$ cat src/sv/tiba_pkg.sv
`default_nettype none
package tiba_pkg;

  localparam int DEF_STORE_DEPTH  = 65536;
  localparam int DEF_SAMPLE_WIDTH = 16;
  localparam int ADDR_WIDTH       = 16;
  localparam int GAIN_WIDTH       = 16;
  localparam int COEF_WIDTH       = 16;
  localparam int CAP_WIDTH        = 8;
  localparam int CFG_IDX_WIDTH    = 3;
  localparam int CFG_DATA_WIDTH   = 16;
  localparam int QUEUE_DEPTH      = 4;
  localparam int OUT_DEPTH        = 8;

  localparam logic [CFG_IDX_WIDTH-1:0] REG_HIGH_FB   = 3'd0;
  localparam logic [CFG_IDX_WIDTH-1:0] REG_HIGH_CUR  = 3'd1;
  localparam logic [CFG_IDX_WIDTH-1:0] REG_HIGH_PREV = 3'd2;
  localparam logic [CFG_IDX_WIDTH-1:0] REG_LOW_FB    = 3'd3;
  localparam logic [CFG_IDX_WIDTH-1:0] REG_LOW_CUR   = 3'd4;
  localparam logic [CFG_IDX_WIDTH-1:0] REG_LOW_PREV  = 3'd5;
  localparam logic [CFG_IDX_WIDTH-1:0] REG_GAIN_CAP  = 3'd6;

  localparam logic [CAP_WIDTH-1:0] GAIN_CAP_RESET = 8'd10;

  typedef struct packed {
    logic signed [COEF_WIDTH-1:0] high_fb;
    logic signed [COEF_WIDTH-1:0] high_cur;
    logic signed [COEF_WIDTH-1:0] high_prev;
    logic signed [COEF_WIDTH-1:0] low_fb;
    logic signed [COEF_WIDTH-1:0] low_cur;
    logic signed [COEF_WIDTH-1:0] low_prev;
    logic [CAP_WIDTH-1:0]         gain_cap;
  } tiba_cfg_t;

endpackage
`default_nettype wire

$ cat src/sv/tiba_regs.sv
`default_nettype none
module tiba_regs import tiba_pkg::*; (
  input  wire logic                      clk_i,
  input  wire logic                      rst_ni,
  input  wire logic                      cfg_valid_i,
  output logic                           cfg_ready_o,
  input  wire logic [CFG_IDX_WIDTH-1:0]  cfg_index_i,
  input  wire logic [CFG_DATA_WIDTH-1:0] cfg_data_i,
  output tiba_cfg_t                      cfg_o
);

  tiba_cfg_t cfg_q;

  assign cfg_ready_o = 1'b1;
  assign cfg_o       = cfg_q;

  always_ff @(posedge clk_i or negedge rst_ni) begin
    if (!rst_ni) begin
      cfg_q <= '{high_fb:   '0,
                 high_cur:  '0,
                 high_prev: '0,
                 low_fb:    '0,
                 low_cur:   '0,
                 low_prev:  '0,
                 gain_cap:  GAIN_CAP_RESET};
    end else if (cfg_valid_i) begin
      unique case (cfg_index_i)
        REG_HIGH_FB:   cfg_q.high_fb   <= cfg_data_i;
        REG_HIGH_CUR:  cfg_q.high_cur  <= cfg_data_i;
        REG_HIGH_PREV: cfg_q.high_prev <= cfg_data_i;
        REG_LOW_FB:    cfg_q.low_fb    <= cfg_data_i;
        REG_LOW_CUR:   cfg_q.low_cur   <= cfg_data_i;
        REG_LOW_PREV:  cfg_q.low_prev  <= cfg_data_i;
        REG_GAIN_CAP:  cfg_q.gain_cap  <= cfg_data_i[CAP_WIDTH-1:0];
        default: ;
      endcase
    end
  end

endmodule
`default_nettype wire

$ cat config.mk
export PLATFORM = sky130hd
export DESIGN_NAME = tiba_regs
export DESIGN_NICKNAME = d
export VERILOG_FILES = /design/src/sv/tiba_pkg.sv /design/src/sv/tiba_regs.sv
export SDC_FILE = /design/constraint.sdc
export NUM_CORES = 1
export LEC_CHECK = 0
export BUFFER_PORTS_ARGS = -buffer_cell sky130_fd_sc_hd__buf_4
export CAP_MARGIN = 20
export CELL_PAD_IN_SITES_DETAIL_PLACEMENT = 1
export CELL_PAD_IN_SITES_GLOBAL_PLACEMENT = 1
export CORE_MARGIN = 2
export CORE_UTILIZATION = 44
export DETAILED_ROUTE_END_ITERATION = 7
export PLACE_DENSITY = 0.87
export SLEW_MARGIN = 15
export SYNTH_ARGS = -nofsm -noshare
export SYNTH_HDL_FRONTEND = slang
export SYNTH_SLANG_ARGS = --single-unit
export TNS_END_PERCENT = 100
$ cat constraint.sdc
create_clock -name clk_i -period 2.12 [get_ports clk_i]
set_clock_uncertainty 0.15 [all_clocks]
set_input_delay 0.212 -clock clk_i [delete_from_list [all_inputs] [get_ports clk_i]]
set_output_delay 0.212 -clock clk_i [all_outputs]
set_load 0.03 [all_outputs]
==> impl_metrics.csv, run 1 <==
group,metric,value,unit
global_routing,grt_util_all_layers,0.221,
global_routing,grt_pass1_wl,16500,um
logic_synthesis,synthTopCellsByArea,"dfrtp_1 64%, mux2_2 26%, mux2_4 3.7%, buf_6 1.4%, dfstp_2 1.3%",
setup_path,crit_buf_inv,1,
placed_design,dpl.cell_count,460,
floorplan,die_y,99.5,um
timing,finalMaxSlewViolations,0,
pwr,leakagePower,0.00259,uW
logic_synthesis,ys_seq_area_frac,0.649,
logic_synthesis,ys_warn_count,0,
setup_path,r2r-start,"cfg_o[98]",
floorplan,core,0.00876,sq mm
final_layout,largest_reg_flops,104,
route,drcViolationCount,0,
timing,rsz0062_at_grt,"no",
floorplan,num_io_pins,127,
logic_synthesis,syn_nets,252,
timing,clock.fmax,0.709,GHz
timing,hold_viol_final,0,
logic_synthesis,yosysMostFrequentCell,"dfrtp_1",
setup_path,critPathKind,"flop to primary output",
worst_hold_path,hold_class,"input pin to asynchronous set/reset pin",
status,status,"completed",
route,drtPass1Iterations,4,
placed_design,gp_congestion,0.699,
setup_path,crit_start,"cfg_o[3]",
setup_path,critPathRequiredTime,1.76,ns
logic_synthesis,synth_top_area_cell,"dfrtp_1",
setup_path,cp-end-kind,"primary output",
global_routing,grt_pass1_vias,2809,
timing,fin_tns_setup,0,ns
clocking,cts.sinks,104,
global_routing,grt_max_degree,47,
floorplan,start_util,0.458,
global_routing,antenna_found_initial,0,
setup_path,arrival,1.05,ns
floorplan,rows,34,
final_layout,area_growth,36.7,%
logic_synthesis,syn_area_per_cell,17.5,sq um
final_layout,diodes,0,
logic_synthesis,synth_common_cells,"102 x dfrtp_1, 93 x mux2_2, 10 x mux2_4",
logic_synthesis,async_reset_ff_frac,1.00,
clocking,clockBufferDepth,2,
logic_synthesis,synth_top_area_frac,0.636,
placed_design,dp_hpwl,7410,um
logic_synthesis,netlist_area,0.00401,sq mm
placed_design,port-buffer-count,125,
logic_synthesis,synthCells,230,
route,wl,10400,um
timing,maxSlewHeadroom,0.595,
setup_path,cp_slowest_cell,"dfstp_2",
logic_synthesis,synth_edf_count,0,
timing,worst_pin_slew,0.607,ns
setup_path,cp_top_family,"flip-flops",
clocking,post_cts_buffers,0,
flow_run,drv_cap,0,
timing,post-route-period-util,0.666,
setup_path,slowest_delay,0.54,ns
pwr,power.density,1120,mW/mm^2
timing,min_period,1.41,ns
pwr,ir_drop,0.586,mV
floorplan,die_x,99.5,um
global_routing,grt_remaining_overflow,0,
clocking,clkTransAtPathRegs,0.10,ns
setup_path,cp_cell_sequence,"buf_4",
logic_synthesis,ys_seq_elements,104,
logic_synthesis,synth_flop_cell,"dfrtp_1",
route,viasPerCell,5.09,
route,wl_per_cell,21.1,um
route,ant_nets,0,
route,vias,2510,
clocking,clk_latency,0.36,ns
floorplan,die_area,0.00990,sq mm
setup_path,cp_max_fo,2,
final_layout,num-nets-final,402,
setup_path,start_kind,"flop",
clocking,htreeDepth,3,
timing,setup_violations,0,
final_layout,finalNonFillerCells,493,
route,drt_first_iter_violations,70,
final_layout,drive_gt1_frac,0.683,
clocking,cts_buffers,9,
clocking,clockRootBuffer,"clkbuf_8",
clocking,tritoncts,"done",
logic_synthesis,synthDistinctLibCells,13,
## area by class of cell
cell class	count	area (sq um)
fill	839	3280
timing repair buffer	153	1220
tap	108	135
clock inverter	7	57.6
sequential	104	2610
multi-input combinational	112	1350
clock buffer	9	124
## kinds of logic after synthesis
kind of cell / synth area share
flip-flops: 0.649
multiplexers: 0.301
buffers and inverters: 0.0259
AND/OR/NAND/NOR: 0.0231
other: 0.000934
## power breakdown
part	internal, uW	leakage, uW	total (uW)	switching [uW]
sequential	2430	0.00125	2700	271
combinational	961	0.00127	2310	1350
clock	437	0.0000756	1150	715
total	3820	0.00259	6150	2330
## what timing repair did
action	CTS	global route
gates resized for setup	0	0
hold buffers	17	0
hold endpoints to repair	141	0
## per-layer routing
metal | routed length [um] | share of wire | track usage
met5 | 0 | 0 | 0
met4 | 141 | 0.014 | 0.0653
met3 | 612 | 0.059 | 0.0569
met2 | 5340 | 0.51 | 0.375
met1 | 4330 | 0.42 | 0.280
## worst paths after layout
kind                              to  slack (ns)  depth (start not counted)
setup reg to reg           cfg_o[98]        1.15                          1
max in group asynchronous  cfg_o[68]        0.96                          3
setup / recovery            cfg_o[3]        0.71                          1
hold / removal             cfg_o[23]        0.27                          2
hold reg to reg            cfg_o[30]        0.36                          1
min in group clk_i         cfg_o[27]        0.32                          4
## layout by cell type (no fill, tap or decap), drive strengths merged
cell type | synthesis | routed
conb | 1 | 1
dlygate4sd3 | 0 | 17
dfstp | 2 | 2
clkbuf | 0 | 9
buf | 14 | 136
mux2 | 104 | 104
inv | 0 | 1
clkinvlp | 0 | 5
nor4b | 1 | 1
nand4b | 3 | 3
nor4bb | 3 | 3
dfrtp | 102 | 102
clkinv | 0 | 1
## through the flow
stage                     total power (uW)   util  setup slack, ns  cell area (sq um)  hold WS (ns)
after detailed placement              5030  0.586            0.447               5140         0.117
after global placement                4930  0.586            0.501               5140         0.105
after global routing                  6420  0.626            0.654               5490         0.316
after CTS                             6200  0.626            0.691               5490         0.284
final                                 6150  0.626            0.709               5490         0.274
after floorplan                       4010      -            0.525               4010        -0.234
(Power assumes the default switching activity.)
==> run 2, diff against run 1 <==
CORE_UTILIZATION = 41   (was 44)
PLACE_DENSITY = 0.82   (was 0.87)
clock period = 1.43 ns   (was 2.12 ns; I/O delays follow)
==> run 2 against run 1 <==
Sequential power rose by 48%. Worst hold slack worse by 0.12 ns. Sequential cell count unchanged. Non-clock buffer count increased by 8. Cell area up 3.8%. Core utilization fell by 3.5 points. Cell count is 6.7% higher. Total power rose by 48%. Clock power grew 40%. Sequential share of layout area fell by 1.8 points. First-iteration DRC count fell by 31%.
==> impl_metrics.csv, run 2 (synthesis gave the netlist of run 1 again) <==
group,metric,value,unit
timing,clock.fmax,0.748,GHz
setup_path,cp_top_family,"flip-flops",
placed_design,dp_hpwl,7260,um
floorplan,die_area,0.0106,sq mm
setup_path,cp_max_fo,2,
global_routing,grt_pass1_wl,15700,um
clocking,cts.sinks,104,
status,status,"completed",
pwr,power.density,1600,mW/mm^2
final_layout,final_cell_mix,"140 x buf_4, 102 x dfrtp_1, 65 x mux2_2",
global_routing,grt_remaining_overflow,0,
route,ant_nets,0,
final_layout,largest_reg_flops,104,
global_routing,antenna_found_initial,0,
clocking,clkTransAtPathRegs,0.10,ns
setup_path,cp_cell_sequence,"buf_4",
placed_design,gp_congestion,0.747,
timing,min_period,1.34,ns
route,drt-met1-wl,4420,um
route,wl_met3,661,um
setup_path,critPathRequiredTime,1.14,ns
final_layout,area_growth,42.0,%
global_routing,grt_max_degree,62,
clocking,post_cts_buffers,0,
setup_path,start_kind,"flop",
pwr,ir_drop,0.722,mV
final_layout,final_common_cell,"buf_4",
timing,post-route-period-util,0.935,
setup_path,crit_buf_inv,1,
final_layout,diodes,0,
clocking,clk_latency,0.35,ns
floorplan,rows,36,
flow_run,drv_cap,0,
route,viasPerCell,4.86,
global_routing,grt_util_all_layers,0.198,
floorplan,num_io_pins,127,
route,wl,10000,um
route,wl_per_cell,19.0,um
floorplan,die_x,103,um
setup_path,slowest_delay,0.54,ns
route,drt_first_iter_violations,48,
setup_path,arrival,1.04,ns
timing,setup_violations,0,
final_layout,nFillCells,948,
clocking,tritoncts,"done",
route,drtPass1Iterations,4,
timing,hold_viol_final,0,
worst_hold_path,hold_class,"input pin to asynchronous set/reset pin",
route,vias,2557,
timing,fin_tns_setup,0,ns
route,met2_wirelength,4840,um
global_routing,grt_pass1_vias,2789,
final_layout,num-nets-final,410,
placed_design,port-buffer-count,125,
floorplan,core,0.00964,sq mm
clocking,clockBufferDepth,2,
floorplan,start_util,0.416,
clocking,clockRootBuffer,"clkbuf_8",
floorplan,die_y,103,um
route,highest_layer,"met4",
clocking,htreeDepth,3,
route,drcViolationCount,0,
final_layout,drive_gt1_frac,0.684,
pwr,leakagePower,0.00273,uW
timing,finalMaxSlewViolations,0,
setup_path,cp_slowest_cell,"dfstp_2",
timing,rsz0062_at_grt,"no",
setup_path,cp-end-kind,"primary output",
final_layout,utilization,0.591,
clocking,cts_buffers,9,
setup_path,critPathKind,"flop to primary output",
## run 2: where the power goes
group / internal (uW) / switching, uW
clock: 644 / 970
combinational: 1540 / 1970
sequential: 3600 / 405
total: 5780 / 3350
## run 2: through the flow
step | hold WS [ns] | setup slack, ns | area [sq um] | total power [uW] | std cells
2_1_floorplan | -0.303 | -0.0683 | 4170 | 6070 | 230
3_3_place_gp | 0.00586 | -0.0660 | 5360 | 7450 | 493
3_5_place_dp | 0.00345 | -0.126 | 5360 | 7560 | 493
4_1_cts | 0.155 | 0.0688 | 5700 | 9230 | 526
5_1_grt | 0.189 | 0.0594 | 5700 | 9570 | 526
6_report | 0.150 | 0.0927 | 5700 | 9120 | 526
## run 2: per-layer routing
layer,vias up,track usage
li1,1134,-
met1,1320,0.266
met2,91,0.323
met3,12,0.0475
met4,0,0.0577
met5,-,0
## run 2: final cells by class
class / instances / area, sq um / area share
clock buffer: 12 / 135 / 0.0237
clock inverter: 4 / 31.3 / 0.00549
timing repair buffer: 161 / 1300 / 0.228
tap: 133 / 166 / 0.0292
multi-input combinational: 112 / 1460 / 0.256
sequential: 104 / 2610 / 0.457
## run 2: worst paths after layout
| path | start | slack [ns] | cells after the start | endpoint |
|---|---|---|---|---|
| min | rst_ni | 0.15 | 3 | cfg_o[68] |
| min in group clk_i | cfg_index_i[2] | 0.19 | 3 | cfg_o[0] |
| max reg2reg | cfg_o[35] | 0.47 | 1 | cfg_o[35] |
| max in group asynchronous | rst_ni | 0.66 | 3 | cfg_o[95] |
| max | cfg_o[1] | 0.09 | 1 | cfg_o[1] |
| min reg2reg | cfg_o[61] | 0.36 | 1 | cfg_o[61] |
## run 2: timing repair
action                    in CTS  in global routing
hold endpoints to repair     208                  0
gates resized for setup        0                  0
hold buffers                  17                  0
