File: src/sv/tiba_pkg.sv
`default_nettype none
package tiba_pkg;

  localparam int DEF_STORE_DEPTH  = 65536;
  localparam int DEF_SAMPLE_WIDTH = 16;
  localparam int ADDR_WIDTH       = 16;
  localparam int GAIN_WIDTH       = 16;
  localparam int COEF_WIDTH       = 16;
  localparam int CAP_WIDTH        = 8;
  localparam int CFG_IDX_WIDTH    = 3;
  localparam int CFG_DATA_WIDTH   = 16;
  localparam int QUEUE_DEPTH      = 4;
  localparam int OUT_DEPTH        = 8;

  localparam logic [CFG_IDX_WIDTH-1:0] REG_HIGH_FB   = 3'd0;
  localparam logic [CFG_IDX_WIDTH-1:0] REG_HIGH_CUR  = 3'd1;
  localparam logic [CFG_IDX_WIDTH-1:0] REG_HIGH_PREV = 3'd2;
  localparam logic [CFG_IDX_WIDTH-1:0] REG_LOW_FB    = 3'd3;
  localparam logic [CFG_IDX_WIDTH-1:0] REG_LOW_CUR   = 3'd4;
  localparam logic [CFG_IDX_WIDTH-1:0] REG_LOW_PREV  = 3'd5;
  localparam logic [CFG_IDX_WIDTH-1:0] REG_GAIN_CAP  = 3'd6;

  localparam logic [CAP_WIDTH-1:0] GAIN_CAP_RESET = 8'd10;

  typedef struct packed {
    logic signed [COEF_WIDTH-1:0] high_fb;
    logic signed [COEF_WIDTH-1:0] high_cur;
    logic signed [COEF_WIDTH-1:0] high_prev;
    logic signed [COEF_WIDTH-1:0] low_fb;
    logic signed [COEF_WIDTH-1:0] low_cur;
    logic signed [COEF_WIDTH-1:0] low_prev;
    logic [CAP_WIDTH-1:0]         gain_cap;
  } tiba_cfg_t;

endpackage
`default_nettype wire

File: src/sv/tiba_front.sv
`default_nettype none
module tiba_front import tiba_pkg::*; #(
  parameter int STORE_DEPTH  = DEF_STORE_DEPTH,
  parameter int SAMPLE_WIDTH = DEF_SAMPLE_WIDTH,
  localparam int SLOT_W      = $clog2(STORE_DEPTH)
) (
  input  wire logic                           clk_i,
  input  wire logic                           rst_ni,
  input  wire logic                           push,
  output logic                                full,
  input  wire logic signed [SAMPLE_WIDTH-1:0] coefficient_i,
  input  wire logic [ADDR_WIDTH-1:0]          address_i,
  input  wire logic [GAIN_WIDTH-1:0]          band_gain_i,
  input  wire logic                           band_muted_i,
  input  wire logic                           prime_i,
  input  wire logic                           q_pop_i,
  output logic                                q_valid_o,
  output logic signed [SAMPLE_WIDTH-1:0]      q_cur_o,
  output logic [ADDR_WIDTH-1:0]               q_addr_o,
  output logic [GAIN_WIDTH-1:0]               q_gain_o,
  output logic                                q_muted_o,
  output logic                                q_prime_o,
  output logic [SLOT_W-1:0]                   q_slot_o
);

  localparam logic [32:0] RECIP   = 33'(((64'd1 << 32) + 64'(STORE_DEPTH) - 64'd1)
                                        / 64'(STORE_DEPTH));
  localparam logic [22:0] DEPTH_C = 23'(STORE_DEPTH);
  localparam int QPTR_W = $clog2(QUEUE_DEPTH);
  localparam int QCNT_W = $clog2(QUEUE_DEPTH + 1);

  logic                           f1_v_q;
  logic signed [SAMPLE_WIDTH-1:0] f1_cur_q;
  logic [ADDR_WIDTH-1:0]          f1_addr_q;
  logic [GAIN_WIDTH-1:0]          f1_gain_q;
  logic                           f1_muted_q;
  logic                           f1_prime_q;
  logic [ADDR_WIDTH-1:0]          f1_quo_q;
  logic [48:0]                    quo_prod;
  logic [38:0]                    slot_full;
  logic [SLOT_W-1:0]              f1_slot;
  logic                           accept;

  logic signed [SAMPLE_WIDTH-1:0] cur_mem   [QUEUE_DEPTH];
  logic [ADDR_WIDTH-1:0]          addr_mem  [QUEUE_DEPTH];
  logic [GAIN_WIDTH-1:0]          gain_mem  [QUEUE_DEPTH];
  logic                           muted_mem [QUEUE_DEPTH];
  logic                           prime_mem [QUEUE_DEPTH];
  logic [SLOT_W-1:0]              slot_mem  [QUEUE_DEPTH];
  logic [QPTR_W-1:0]              wptr_q, rptr_q;
  logic [QCNT_W-1:0]              cnt_q, cnt_d;
  logic                           q_pop;

  assign full     = ({1'b0, cnt_q} + (QCNT_W + 1)'(f1_v_q)) >= (QCNT_W + 1)'(QUEUE_DEPTH);
  assign accept   = push && !full;
  assign quo_prod = 49'(address_i) * 49'(RECIP);

  // slot = address mod depth via exact reciprocal quotient
  assign slot_full = 39'(f1_addr_q) - 39'(f1_quo_q) * 39'(DEPTH_C);
  assign f1_slot   = slot_full[SLOT_W-1:0];

  always_ff @(posedge clk_i or negedge rst_ni) begin
    if (!rst_ni) begin
      f1_v_q <= 1'b0;
    end else begin
      f1_v_q <= accept;
    end
  end

  always_ff @(posedge clk_i) begin
    if (accept) begin
      f1_cur_q   <= coefficient_i;
      f1_addr_q  <= address_i;
      f1_gain_q  <= band_gain_i;
      f1_muted_q <= band_muted_i;
      f1_prime_q <= prime_i;
      f1_quo_q   <= quo_prod[47:32];
    end
  end

  assign q_pop     = q_pop_i && (cnt_q != '0);
  assign q_valid_o = (cnt_q != '0);
  assign q_cur_o   = cur_mem[rptr_q];
  assign q_addr_o  = addr_mem[rptr_q];
  assign q_gain_o  = gain_mem[rptr_q];
  assign q_muted_o = muted_mem[rptr_q];
  assign q_prime_o = prime_mem[rptr_q];
  assign q_slot_o  = slot_mem[rptr_q];

  always_comb begin
    cnt_d = cnt_q;
    if (f1_v_q && !q_pop) begin
      cnt_d = cnt_q + QCNT_W'(1);
    end else if (!f1_v_q && q_pop) begin
      cnt_d = cnt_q - QCNT_W'(1);
    end
  end

  always_ff @(posedge clk_i or negedge rst_ni) begin
    if (!rst_ni) begin
      wptr_q <= '0;
      rptr_q <= '0;
      cnt_q  <= '0;
    end else begin
      cnt_q <= cnt_d;
      if (f1_v_q) begin
        wptr_q <= wptr_q + QPTR_W'(1);
      end
      if (q_pop) begin
        rptr_q <= rptr_q + QPTR_W'(1);
      end
    end
  end

  always_ff @(posedge clk_i) begin
    if (f1_v_q) begin
      cur_mem[wptr_q]   <= f1_cur_q;
      addr_mem[wptr_q]  <= f1_addr_q;
      gain_mem[wptr_q]  <= f1_gain_q;
      muted_mem[wptr_q] <= f1_muted_q;
      prime_mem[wptr_q] <= f1_prime_q;
      slot_mem[wptr_q]  <= f1_slot;
    end
  end

endmodule
`default_nettype wire

File: config.mk
export PLATFORM = sky130hd
export DESIGN_NAME = tiba_front
export DESIGN_NICKNAME = d
export VERILOG_FILES = /design/src/sv/tiba_pkg.sv /design/src/sv/tiba_front.sv
export SDC_FILE = /design/constraint.sdc
export NUM_CORES = 1
export LEC_CHECK = 0
export BUFFER_PORTS_ARGS = -buffer_cell sky130_fd_sc_hd__buf_2
export CORE_ASPECT_RATIO = 0.7
export CORE_UTILIZATION = 30
export CTS_CLUSTER_SIZE = 16
export DETAILED_ROUTE_END_ITERATION = 6
export PLACE_DENSITY_LB_ADDON = 0.1
export RECOVER_POWER = 100
export SLEW_MARGIN = 20
export SYNTH_ARGS = -nofsm -noshare
export SYNTH_HDL_FRONTEND = slang
export SYNTH_SLANG_ARGS = --single-unit
File: constraint.sdc
create_clock -name clk_i -period 3.4 [get_ports clk_i]
set_input_delay 0.17 -clock clk_i [delete_from_list [all_inputs] [get_ports clk_i]]
set_output_delay 0.17 -clock clk_i [all_outputs]
set_load 0.05 [all_outputs]
==> insert_results.sql, run 1 <==
INSERT INTO impl_metrics (metric_group, metric, value, unit) VALUES
('clocking', 'tritoncts', 'done', ''),
('routing', 'vias_post_dr', '4184', ''),
('timing', 'finalHoldViolations', '0', ''),
('final_layout', 'fill_cells', '2803', ''),
('global_routing', 'grt_antenna_before_repair', '0', ''),
('clocking', 'cts_max_path_buffers', '3', ''),
('global_routing', 'gr-total-overflow', '0', ''),
('clocking', 'clkLatencyLatePin', '530', 'ps'),
('final_layout', 'post-route-util', '37.9', '%'),
('timing', 'clock-skew-final', '9.75', 'ps'),
('timing', 'grt_setup_unrepaired', 'false', ''),
('job', 'maxCapViolations', '5', ''),
('die', 'core_area', '30300', 'um2'),
('yosys', 'yosysSeqAreaShare', '82.6', '%'),
('final_layout', 'mostFrequentLayoutCells', '250 x edfxtp_1, 73 x clkbuf_1, 58 x buf_2', ''),
('clocking', 'cts.sink_count', '258', ''),
('yosys', 'synth_fp_nets', '425', ''),
('die', 'die_area', '31800', 'um2'),
('final_layout', 'post_route_cells_drive_above_1_share', '27.7', '%'),
('placed_design', 'place.gp.congestion', '0.668', ''),
('yosys', 'synth-warning-count', '0', ''),
('outcome', 'outcome', 'finished with violations', ''),
('pwr', 'irDropWorstVdd', '0.494', 'mV'),
('timing', 'worst_pin_slew', '1700', 'ps'),
('global_routing', 'globalRouteTotalUtil', '11.9', '%'),
('routing', 'wl_cell', '18.9', 'um'),
('timing', 'maxSlewHeadroom', '-13.2', '%'),
('timing', 'setup-tns-final', '0', 'ps'),
('yosys', 'synth_area_leader_cell', 'edfxtp_1', ''),
('global_routing', 'maximum_number_of_pins_on_one_net_before_global_route_repair', '52', ''),
('pwr', 'leakagePower', '3.75', 'nW'),
('clocking', 'clock_tree.root_cell', 'clkbuf_16', ''),
('routing', 'post-route-drc-count', '0', ''),
('placed_design', 'post-dp-hpwl', '10.1', 'mm'),
('outcome', 'failed_checks', 'max-capacitance violations, max-slew violations', ''),
('placed_design', 'port-buffer-count', '121', ''),
('die', 'effective_utilization_at_floorplan', '30.8', '%'),
('yosys', 'synth_cells', '365', ''),
('clocking', 'register_clock_pin_slew_on_the_reported_worst_setup_and_hold_paths', '60', 'ps'),
('timing', 'final_max_slew_viol_count', '256', ''),
('setup_path', 'critPathLaunchType', 'flop', ''),
('worst_hold_path', 'timing.hold.worst.class', 'input port to async pin', ''),
('global_routing', 'grt_pass1_vias', '4552', ''),
('timing', 'setup-violations-final', '0', ''),
('setup_path', 'timing.critical_path.fanout_max', '17', ''),
('timing', 'max_clock_freq', '349', 'MHz'),
('clocking', 'ctsHtreeMaxLevel', '1', ''),
('die', 'num_io_pins', '122', ''),
('timing', 'hold-worst-slack', '103', 'ps'),
('yosys', 'syn_area_per_cell', '25.6', 'um2'),
('die', 'die_w', '213', 'um'),
('final_layout', 'layout_commonest_cell', 'edfxtp_1', ''),
('final_layout', 'layout.nets', '603', ''),
('die', 'fp_rows', '53', ''),
('setup_path', 'required', '3230', 'ps'),
('pwr', 'p_per_area', '965', 'nW/um2'),
('clocking', 'cts_buffers', '26', ''),
('yosys', 'synthesized_cell_area', '9330', 'um2'),
('routing', 'routed_wirelength', '18.5', 'mm'),
('yosys', 'synth.ff_latch_count', '258', ''),
('timing', 'fin_crit', '2860', 'ps'),
('routing', 'drt-initial-drc-count', '172', ''),
('yosys', 'synth_cell_types', '22', ''),
('yosys', 'netlist_top_cells_area', 'edfxtp_1 80%, mux4_2 12%, dfrtp_1 2.1%', ''),
('yosys', 'synth_top_area_share', '80.5', '%'),
('setup_path', 'timing.critical_path.arrival', '2690', 'ps'),
('setup_path', 'reg2regPathDepth', '3', ''),
('clocking', 'post-cts-setup-buffers', '0', ''),
('clocking', 'post_cts_hold_buffer_count', '52', ''),
('routing', 'detail_route.first_pass.iterations', '4', ''),
('die', 'die_height', '150', 'um'),
('global_routing', 'first_pass_grt_wire_length', '27.6', 'mm'),
('routing', 'post_drt_via_cell_ratio', '4.29', ''),
('setup_path', 'worst_setup_path_class', 'flop to output pin', ''),
('clocking', 'post_cts_resize_count', '0', ''),
('final_layout', 'area_delta_synth_final', '23.2', '%'),
('timing', 'share_of_the_cycle_needed_by_the_critical_path_after_routing', '84.2', '%'),
('final_layout', 'insertedDiodeCount', '0', ''),
('setup_path', 'worst_setup_path_end_kind', 'output pin', ''),
('routing', 'final_antenna_net_count', '0', '');
==> synth_stat cells <==
library cell	number
edfxtp_1	250
mux4_2	48
buf_4	16
dfrtp_1	8
buf_12	5
buf_2	5
ha_1	5
and2_1	4
inv_1	4
xnor2_1	3
xor2_1	3
mux4_1	2
nand2_1	2
nor2_1	2
a31o_2	1
buf_6	1
clkbuf_1	1
fa_1	1
mux2_2	1
nand3_1	1
o21ai_0	1
or3_1	1
==> critical path, cell delays in order (launching register included) <==
cell,delay (ps)
dfrtp_4,670
clkbuf_2,590
mux4_2,590
clkbuf_1,310
==> layer usage <==
| metal | part of all wire [%] | global-route usage [%] |
|---|---|---|
| met5 | 0 | 0 |
| met3 | 5.3 | 3.48 |
| met2 | 48 | 19.6 |
| met1 | 44 | 15.3 |
| met4 | 2.1 | 3.24 |
==> worst paths after layout <==
path	slack, ps	start	to
max	540	rptr_q[0]	q_addr_o[1]
min	100	rst_ni	rptr_q[1]
max reg2reg	860	f1_v_q	f1_cur_q[8]
min reg2reg	500	f1_gain_q[4]	gain_mem[2][4]
max in group asynchronous	2950	rst_ni	rptr_q[0]
min in group clk_i	340	band_gain_i[14]	f1_gain_q[14]
==> area by class of cell <==
cell class	count	area, um2	share of cell area (%)
flip-flops and latches	258	7710	67.1
multi-input cells	75	1360	11.8
repair buffers	178	1090	9.52
clock buffers	40	744	6.48
well taps	412	515	4.49
clock inverters	8	48.8	0.425
inverters	4	15.0	0.131
==> registers in the layout, summed over array words and instances, names as in the netlist, 2 cells and up <==
register	cells
addr_mem	16
cnt_q	3
cur_mem	64
f1_addr_q	16
f1_cur_q	16
f1_gain_q	16
gain_mem	64
muted_mem	4
prime_mem	4
rptr_q	2
slot_mem	48
wptr_q	2
==> metrics by stage <==
stage | std cells | area (um2) | power (mW) | setup WS [ps]
5_1_grt | 975 | 11500 | 11.6 | 343
4_1_cts | 975 | 11600 | 11.4 | 740
3_5_place_dp | 875 | 10300 | 8.67 | 1180
6_report | 975 | 11500 | 11.1 | 536
2_1_floorplan | 365 | 9330 | 7.85 | 822
3_3_place_gp | 875 | 10300 | 8.62 | 1330
==> cell families after synthesis <==
logic type	share of synthesized area [%]
buffers and inverters	2.95
XOR/XNOR	0.563
flip-flops	82.6
multiplexers	12.3
AO/OA/AOI/OAI	0.148
adder cells (fa/ha/maj)	0.885
AND/OR/NAND/NOR	0.550
==> where the power goes <==
group	leakage (nW)	switching [mW]	internal, mW	total [mW]
registers	2.38	0.272	4.21	4.48
clock network	0.376	1.15	1.51	2.66
logic	0.995	2.94	0.998	3.94
Note: power is estimated with default switching activity, not from simulation.
==> inputs of run 2 (changes only) <==
==> constraint.sdc (replaced) <==
create_clock -name clk_i -period 2.9 [get_ports clk_i]
set_input_delay 0.145 -clock clk_i [delete_from_list [all_inputs] [get_ports clk_i]]
set_output_delay 0.145 -clock clk_i [all_outputs]
set_load 0.05 [all_outputs]
==> run 2 against run 1 <==
Compared with the run above: core utilization grew 0.20 points; worst hold slack gained 210 ps; worst setup slack lost 90 ps; the run still ends with max-capacitance violations, max-slew violations left; critical path type unchanged; count of clock-buffer cells in the layout shrank 6; clock power grew 18%; critical path depth is the same; critical endpoint is now q_gain_o[0]; routed wire length shrank 0.16%; sequential share of layout area shrank 0.36 points; register-to-register slack lost 400 ps; non-clock buffer count grew 5; sequential cell count is the same; design area grew 0.53%.
==> insert_results.sql, run 2 (synthesis results as in run 1) <==
INSERT INTO impl_metrics (metric_group, metric, value, unit) VALUES
('outcome', 'outcome', 'finished with violations', ''),
('outcome', 'failed_checks', 'max-capacitance violations, max-slew violations', ''),
('routing', 'vias_post_dr', '4223', ''),
('setup_path', 'timing.critical_path.arrival', '2310', 'ps'),
('timing', 'final_max_slew_viol_count', '103', ''),
('worst_hold_path', 'timing.hold.worst.class', 'input port to flop', ''),
('final_layout', 'fill_cells', '2826', ''),
('clocking', 'post_cts_hold_buffer_count', '53', ''),
('setup_path', 'timing.critical_path.slowest_cell_delay', '600', 'ps'),
('routing', 'wl_cell', '18.8', 'um'),
('final_layout', 'finalInstanceArea', '11500', 'um2'),
('setup_path', 'startpoint', 'rptr_q[0]', ''),
('clocking', 'register_clock_pin_slew_on_the_reported_worst_setup_and_hold_paths', '60', 'ps'),
('final_layout', 'largestRegisters', 'cur_mem: 64 flops, gain_mem: 64 flops, slot_mem: 48 flops', ''),
('setup_path', 'reg2regPathDepth', '3', ''),
('clocking', 'post-cts-setup-buffers', '0', ''),
('clocking', 'clock_tree.root_cell', 'clkbuf_16', ''),
('die', 'num_io_pins', '122', ''),
('final_layout', 'area_taken_by_multi_input_logic_gates', '1360', 'um2'),
('setup_path', 'worst_setup_path_class', 'flop to output pin', ''),
('routing', 'detail_route.first_pass.iterations', '4', ''),
('routing', 'drt-initial-drc-count', '145', ''),
('placed_design', 'place.gp.congestion', '0.643', ''),
('clocking', 'cts_buffers', '27', ''),
('timing', 'grt_setup_unrepaired', 'false', ''),
('die', 'die_w', '213', 'um'),
('final_layout', 'area_delta_synth_final', '23.8', '%'),
('setup_path', 'required', '2760', 'ps'),
('clocking', 'tritoncts', 'done', ''),
('setup_path', 'critPathLaunchType', 'flop', ''),
('setup_path', 'worst_setup_path_end_kind', 'output pin', ''),
('worst_hold_path', 'min_from', 'address_i[0]', ''),
('setup_path', 'timing.reg2reg.setup_slack', '460', 'ps'),
('die', 'fp_rows', '53', ''),
('die', 'die_area', '31800', 'um2'),
('placed_design', 'placed_area', '10300', 'um2'),
('job', 'maxCapViolations', '2', ''),
('routing', 'routed_wirelength', '18.4', 'mm'),
('clocking', 'clkLatencyLatePin', '540', 'ps'),
('placed_design', 'port-buffer-count', '121', ''),
('final_layout', 'ff_latch_area', '7710', 'um2'),
('pwr', 'irDropWorstVdd', '0.717', 'mV'),
('placed_design', 'post-dp-hpwl', '10.0', 'mm'),
('routing', 'post-route-drc-count', '0', ''),
('timing', 'maxSlewHeadroom', '-4.30', '%'),
('setup_path', 'critical-path-top-delay-family', 'buffers and inverters', ''),
('pwr', 'power.clock.fraction', '24.1', '%'),
('timing', 'max_clock_freq', '407', 'MHz'),
('setup_path', 'cp_cell_sequence', 'buf_4 -> mux4_2 -> clkbuf_1', ''),
('worst_hold_path', 'min_delay_worst_endpoint', 'f1_addr_q[0]', ''),
('timing', 'setup-tns-final', '0', 'ps'),
('global_routing', 'first_pass_grt_wire_length', '27.8', 'mm'),
('clocking', 'ctsHtreeMaxLevel', '1', ''),
('global_routing', 'grt_pass1_vias', '4570', ''),
('timing', 'worst_pin_slew', '1560', 'ps'),
('routing', 'post_drt_via_cell_ratio', '4.30', ''),
('timing', 'timing.final.ws_setup', '446', 'ps'),
('pwr', 'power.switching', '5.12', 'mW'),
('worst_hold_path', 'timing.hold.worst_path_depth', '2', ''),
('clocking', 'cts.sink_count', '258', ''),
('die', 'core_area', '30300', 'um2'),
('global_routing', 'gr-total-overflow', '0', ''),
('routing', 'final_antenna_net_count', '0', ''),
('final_layout', 'mostFrequentLayoutCells', '250 x edfxtp_1, 82 x clkbuf_1, 53 x dlygate4sd3_1', ''),
('setup_path', 'timing.rr.start', 'f1_v_q', ''),
('timing', 'share_of_the_cycle_needed_by_the_critical_path_after_routing', '84.6', '%'),
('setup_path', 'timing.critical_path.fanout_max', '21', ''),
('global_routing', 'grt_antenna_before_repair', '1', ''),
('global_routing', 'globalRouteTotalUtil', '12.0', '%'),
('pwr', 'leakagePower', '3.76', 'nW'),
('timing', 'clock-skew-final', '13.2', 'ps'),
('timing', 'fin_crit', '2450', 'ps'),
('global_routing', 'maximum_number_of_pins_on_one_net_before_global_route_repair', '52', ''),
('pwr', 'power_frac_comb', '36.1', '%'),
('setup_path', 'cp_num_buf_inv', '2', ''),
('timing', 'finalHoldViolations', '0', ''),
('die', 'effective_utilization_at_floorplan', '30.8', '%'),
('pwr', 'p_per_area', '1130', 'nW/um2'),
('final_layout', 'layout_commonest_cell', 'edfxtp_1', ''),
('clocking', 'cts_max_path_buffers', '3', ''),
('pwr', 'p_seq_share', '39.8', '%'),
('clocking', 'post_cts_resize_count', '0', ''),
('pwr', 'swShare', '39.3', '%'),
('pwr', 'internal_power', '7.90', 'mW'),
('final_layout', 'layout.nets', '609', ''),
('final_layout', 'post_route_cells_drive_above_1_share', '25.4', '%'),
('timing', 'setup-violations-final', '0', ''),
('setup_path', 'reg2reg_to', 'f1_cur_q[8]', ''),
('setup_path', 'critical-path-slowest-cell', 'mux4_2', ''),
('die', 'die_height', '150', 'um'),
('placed_design', 'dpl_worst_slack', '757', 'ps');
[run 2: changes by cell type in the layout (fill, tap and decap cells not counted), sizes merged]
| cell | change |
|---|---|
| buf | -8 |
| clkinv | +8 |
| clkbuf | +6 |
| clkinvlp | -3 |
| bufinv | +1 |
| diode | +1 |
| dlygate4sd3 | +1 |
[run 2: per-layer routing]
metal  vias up  wire length (um)  GRT usage [%]
met5         -                 0          0.157
met4         0               426           3.13
met3        30               822           3.11
met2       103              8820           19.9
met1      2206              8360           15.6
li1       1884                 -              -
[run 2: through the flow]
stage	hold slack [ps]	power, mW	cells	util [%]
after global placement	7.18	10.2	879	34.1
after CTS	141	13.5	980	38.5
final	309	13.0	981	38.1
after detailed placement	7.90	10.2	879	34.1
after global routing	287	13.7	981	38.1
after floorplan	-151	9.20	365	-
[run 2: power groups by stage]
stage | Sequential, mW | Combinational (mW) | Clock [mW]
floorplan | 5.16 | 4.04 | 0
global placement | 5.20 | 4.97 | 0
detailed placement | 5.26 | 4.95 | 0
CTS | 5.18 | 5.02 | 3.27
global route | 5.25 | 5.01 | 3.41
finish | 5.18 | 4.70 | 3.14
[run 2: layout make-up]
class,count,share of cell area [%]
sequential,258,66.8
clock inverter,14,0.791
timing repair buffer,183,9.98
multi-input combinational,75,11.8
clock buffer,34,6.08
inverter,4,0.130
tap,412,4.46
antenna,1,0.0217
[run 2: worst max-delay path by stage]
stage | to | cells after the start
global route | cur_mem[0][2] | 4
finish | q_gain_o[0] | 3
global placement | cnt_q[2] | 8
detailed placement | cnt_q[2] | 8
floorplan | f1_addr_q[0] | 2
CTS | q_slot_o[12] | 3
==> inputs of run 3 (changes only) <==
==> constraint.sdc (replaced) <==
create_clock -name clk_i -period 2.57 [get_ports clk_i]
set_input_delay 0.1285 -clock clk_i [delete_from_list [all_inputs] [get_ports clk_i]]
set_output_delay 0.1285 -clock clk_i [all_outputs]
set_load 0.05 [all_outputs]
==> run 3 against run 2 <==
Compared with the run above: the run now ends clean; worst hold slack worse by 9.3 ps; highest routed layer unchanged; clock power increased by 12%; register-to-register slack worse by 100 ps; first-iteration DRC count is 63% higher.
==> insert_results.sql, run 3 (synthesis results as in run 1) <==
INSERT INTO impl_metrics (metric_group, metric, value, unit) VALUES
('outcome', 'outcome', 'finished, final reports clean', ''),
('placed_design', 'port-buffer-count', '121', ''),
('die', 'core_area', '30300', 'um2'),
('setup_path', 'required', '2440', 'ps'),
('setup_path', 'cp_cell_sequence', 'buf_4 -> mux4_2 -> clkbuf_2', ''),
('routing', 'post_drt_via_cell_ratio', '4.33', ''),
('die', 'num_io_pins', '122', ''),
('timing', 'max_clock_freq', '424', 'MHz'),
('timing', 'grt_setup_unrepaired', 'false', ''),
('placed_design', 'place.gp.congestion', '0.665', ''),
('die', 'die_w', '213', 'um'),
('global_routing', 'gr-total-overflow', '0', ''),
('setup_path', 'worst_setup_path_end_kind', 'output pin', ''),
('setup_path', 'reg2regPathDepth', '3', ''),
('final_layout', 'insertedDiodeCount', '0', ''),
('setup_path', 'timing.critical_path.arrival', '2230', 'ps'),
('die', 'die_height', '150', 'um'),
('setup_path', 'timing.rr.start', 'wptr_q[0]', ''),
('placed_design', 'post-dp-hpwl', '10.2', 'mm'),
('setup_path', 'critical-path-top-delay-family', 'flip-flops', ''),
('routing', 'detail_route.first_pass.iterations', '4', ''),
('final_layout', 'layout.nets', '613', ''),
('clocking', 'cts_buffers', '27', ''),
('timing', 'setup-violations-final', '0', ''),
('global_routing', 'first_pass_grt_wire_length', '27.5', 'mm'),
('final_layout', 'post_route_cells_drive_above_1_share', '36.7', '%'),
('die', 'fp_rows', '53', ''),
('clocking', 'cts.sink_count', '258', ''),
('setup_path', 'timing.critical_path.fanout_max', '11', ''),
('timing', 'share_of_the_cycle_needed_by_the_critical_path_after_routing', '91.7', '%'),
('global_routing', 'grt_pass1_vias', '4553', ''),
('final_layout', 'post-route-util', '38.4', '%'),
('timing', 'final_max_slew_viol_count', '0', ''),
('pwr', 'p_per_area', '1280', 'nW/um2'),
('routing', 'drt-initial-drc-count', '236', ''),
('setup_path', 'cp_num_buf_inv', '2', ''),
('die', 'effective_utilization_at_floorplan', '30.8', '%'),
('routing', 'routed_wirelength', '18.5', 'mm'),
('pwr', 'irDropWorstVdd', '0.738', 'mV'),
('timing', 'maxSlewHeadroom', '35.6', '%'),
('worst_hold_path', 'min_from', 'band_gain_i[0]', ''),
('clocking', 'post_cts_resize_count', '0', ''),
('global_routing', 'globalRouteTotalUtil', '11.9', '%'),
('clocking', 'clock_tree.root_cell', 'clkbuf_16', ''),
('pwr', 'leakagePower', '3.95', 'nW'),
('setup_path', 'reg2reg_to', 'cur_mem[3][4]', ''),
('setup_path', 'worst_setup_path_class', 'flop to output pin', ''),
('setup_path', 'critPathLaunchType', 'flop', ''),
('global_routing', 'grt_antenna_before_repair', '0', ''),
('final_layout', 'mostFrequentLayoutCells', '250 x edfxtp_1, 53 x dlygate4sd3_1, 53 x clkbuf_2', ''),
('timing', 'finalHoldViolations', '0', ''),
('clocking', 'ctsHtreeMaxLevel', '1', ''),
('setup_path', 'timing.critical_path.slowest_cell_delay', '610', 'ps'),
('clocking', 'clkLatencyLatePin', '530', 'ps'),
('routing', 'final_antenna_net_count', '0', ''),
('worst_hold_path', 'timing.hold.worst.class', 'input port to flop', ''),
('clocking', 'register_clock_pin_slew_on_the_reported_worst_setup_and_hold_paths', '60', 'ps'),
('die', 'die_area', '31800', 'um2'),
('clocking', 'cts_max_path_buffers', '3', ''),
('setup_path', 'path_depth', '3', ''),
('final_layout', 'layout_commonest_cell', 'edfxtp_1', ''),
('timing', 'setup-tns-final', '0', 'ps'),
('job', 'maxCapViolations', '0', ''),
('timing', 'hold-worst-slack', '300', 'ps'),
('setup_path', 'critical-path-slowest-cell', 'dfrtp_4', ''),
('global_routing', 'maximum_number_of_pins_on_one_net_before_global_route_repair', '52', ''),
('setup_path', 'endpoint', 'q_addr_o[10]', ''),
('timing', 'clock-skew-final', '9.20', 'ps'),
('timing', 'worst_pin_slew', '966', 'ps'),
('setup_path', 'timing.reg2reg.setup_slack', '360', 'ps'),
('final_layout', 'largestRegisters', 'cur_mem: 64 flops, gain_mem: 64 flops, slot_mem: 48 flops', ''),
('setup_path', 'startpoint', 'rptr_q[0]', ''),
('routing', 'wl_cell', '18.9', 'um'),
('routing', 'vias_post_dr', '4242', ''),
('clocking', 'tritoncts', 'done', ''),
('timing', 'fin_crit', '2360', 'ps'),
('routing', 'post-route-drc-count', '0', ''),
('final_layout', 'area_delta_synth_final', '24.7', '%');
## run 3: changes by cell type in the layout (fill, tap and decap cells not counted), sizes merged
| cell | delta |
|---|---|
| buf | +9 |
| clkbuf | -8 |
| clkinv | -2 |
| diode | -1 |
## run 3: timing repair
action	4_1_cts	5_1_grt
hold endpoints to repair	60	0
setup buffers	0	1
hold buffers	53	0
endpoints found under the setup margin	0	8
## run 3: stage by stage
| stage | area, um2 | instances | total power, mW | setup WS (ps) |
|---|---|---|---|---|
| 2_1_floorplan | 9340 | 365 | 10.4 | 289 |
| 3_3_place_gp | 10400 | 882 | 11.5 | 542 |
| 3_5_place_dp | 10400 | 882 | 11.6 | 478 |
| 4_1_cts | 11700 | 978 | 15.2 | 2.80 |
| 5_1_grt | 11600 | 979 | 15.6 | 110 |
| 6_report | 11600 | 979 | 14.9 | 212 |
## run 3: cell type report
type                    instances  area [um2]
flip-flops and latches        258        7710
clock buffers                  31         691
well taps                     412         515
inverters                       4        15.0
fillers                      2789       18700
repair buffers                187        1270
multi-input cells              75        1350
clock inverters                12        83.8
## run 3: power by group
| part | internal, mW | switching, mW |
|---|---|---|
| clock | 2.00 | 1.51 |
| combinational | 1.53 | 3.93 |
| sequential | 5.55 | 0.337 |
| total | 9.08 | 5.77 |
## run 3: worst min path at each step
stage               cells after the start  slack (ps)             to
floorplan                               0        -170       cnt_q[0]
global placement                        1         -20       cnt_q[0]
detailed placement                      1         -10       cnt_q[0]
CTS                                     4         140         f1_v_q
global route                            2         290  f1_addr_q[12]
finish                                  2         300   f1_gain_q[0]
## run 3: metal layers
metal,part of all wire [%],vias to the layer above,global-route usage (%)
met5,0,-,0
met4,2.4,0,3.24
met3,4.6,36,2.85
met2,48,119,19.5
met1,45,2208,15.7
li1,-,1879,-
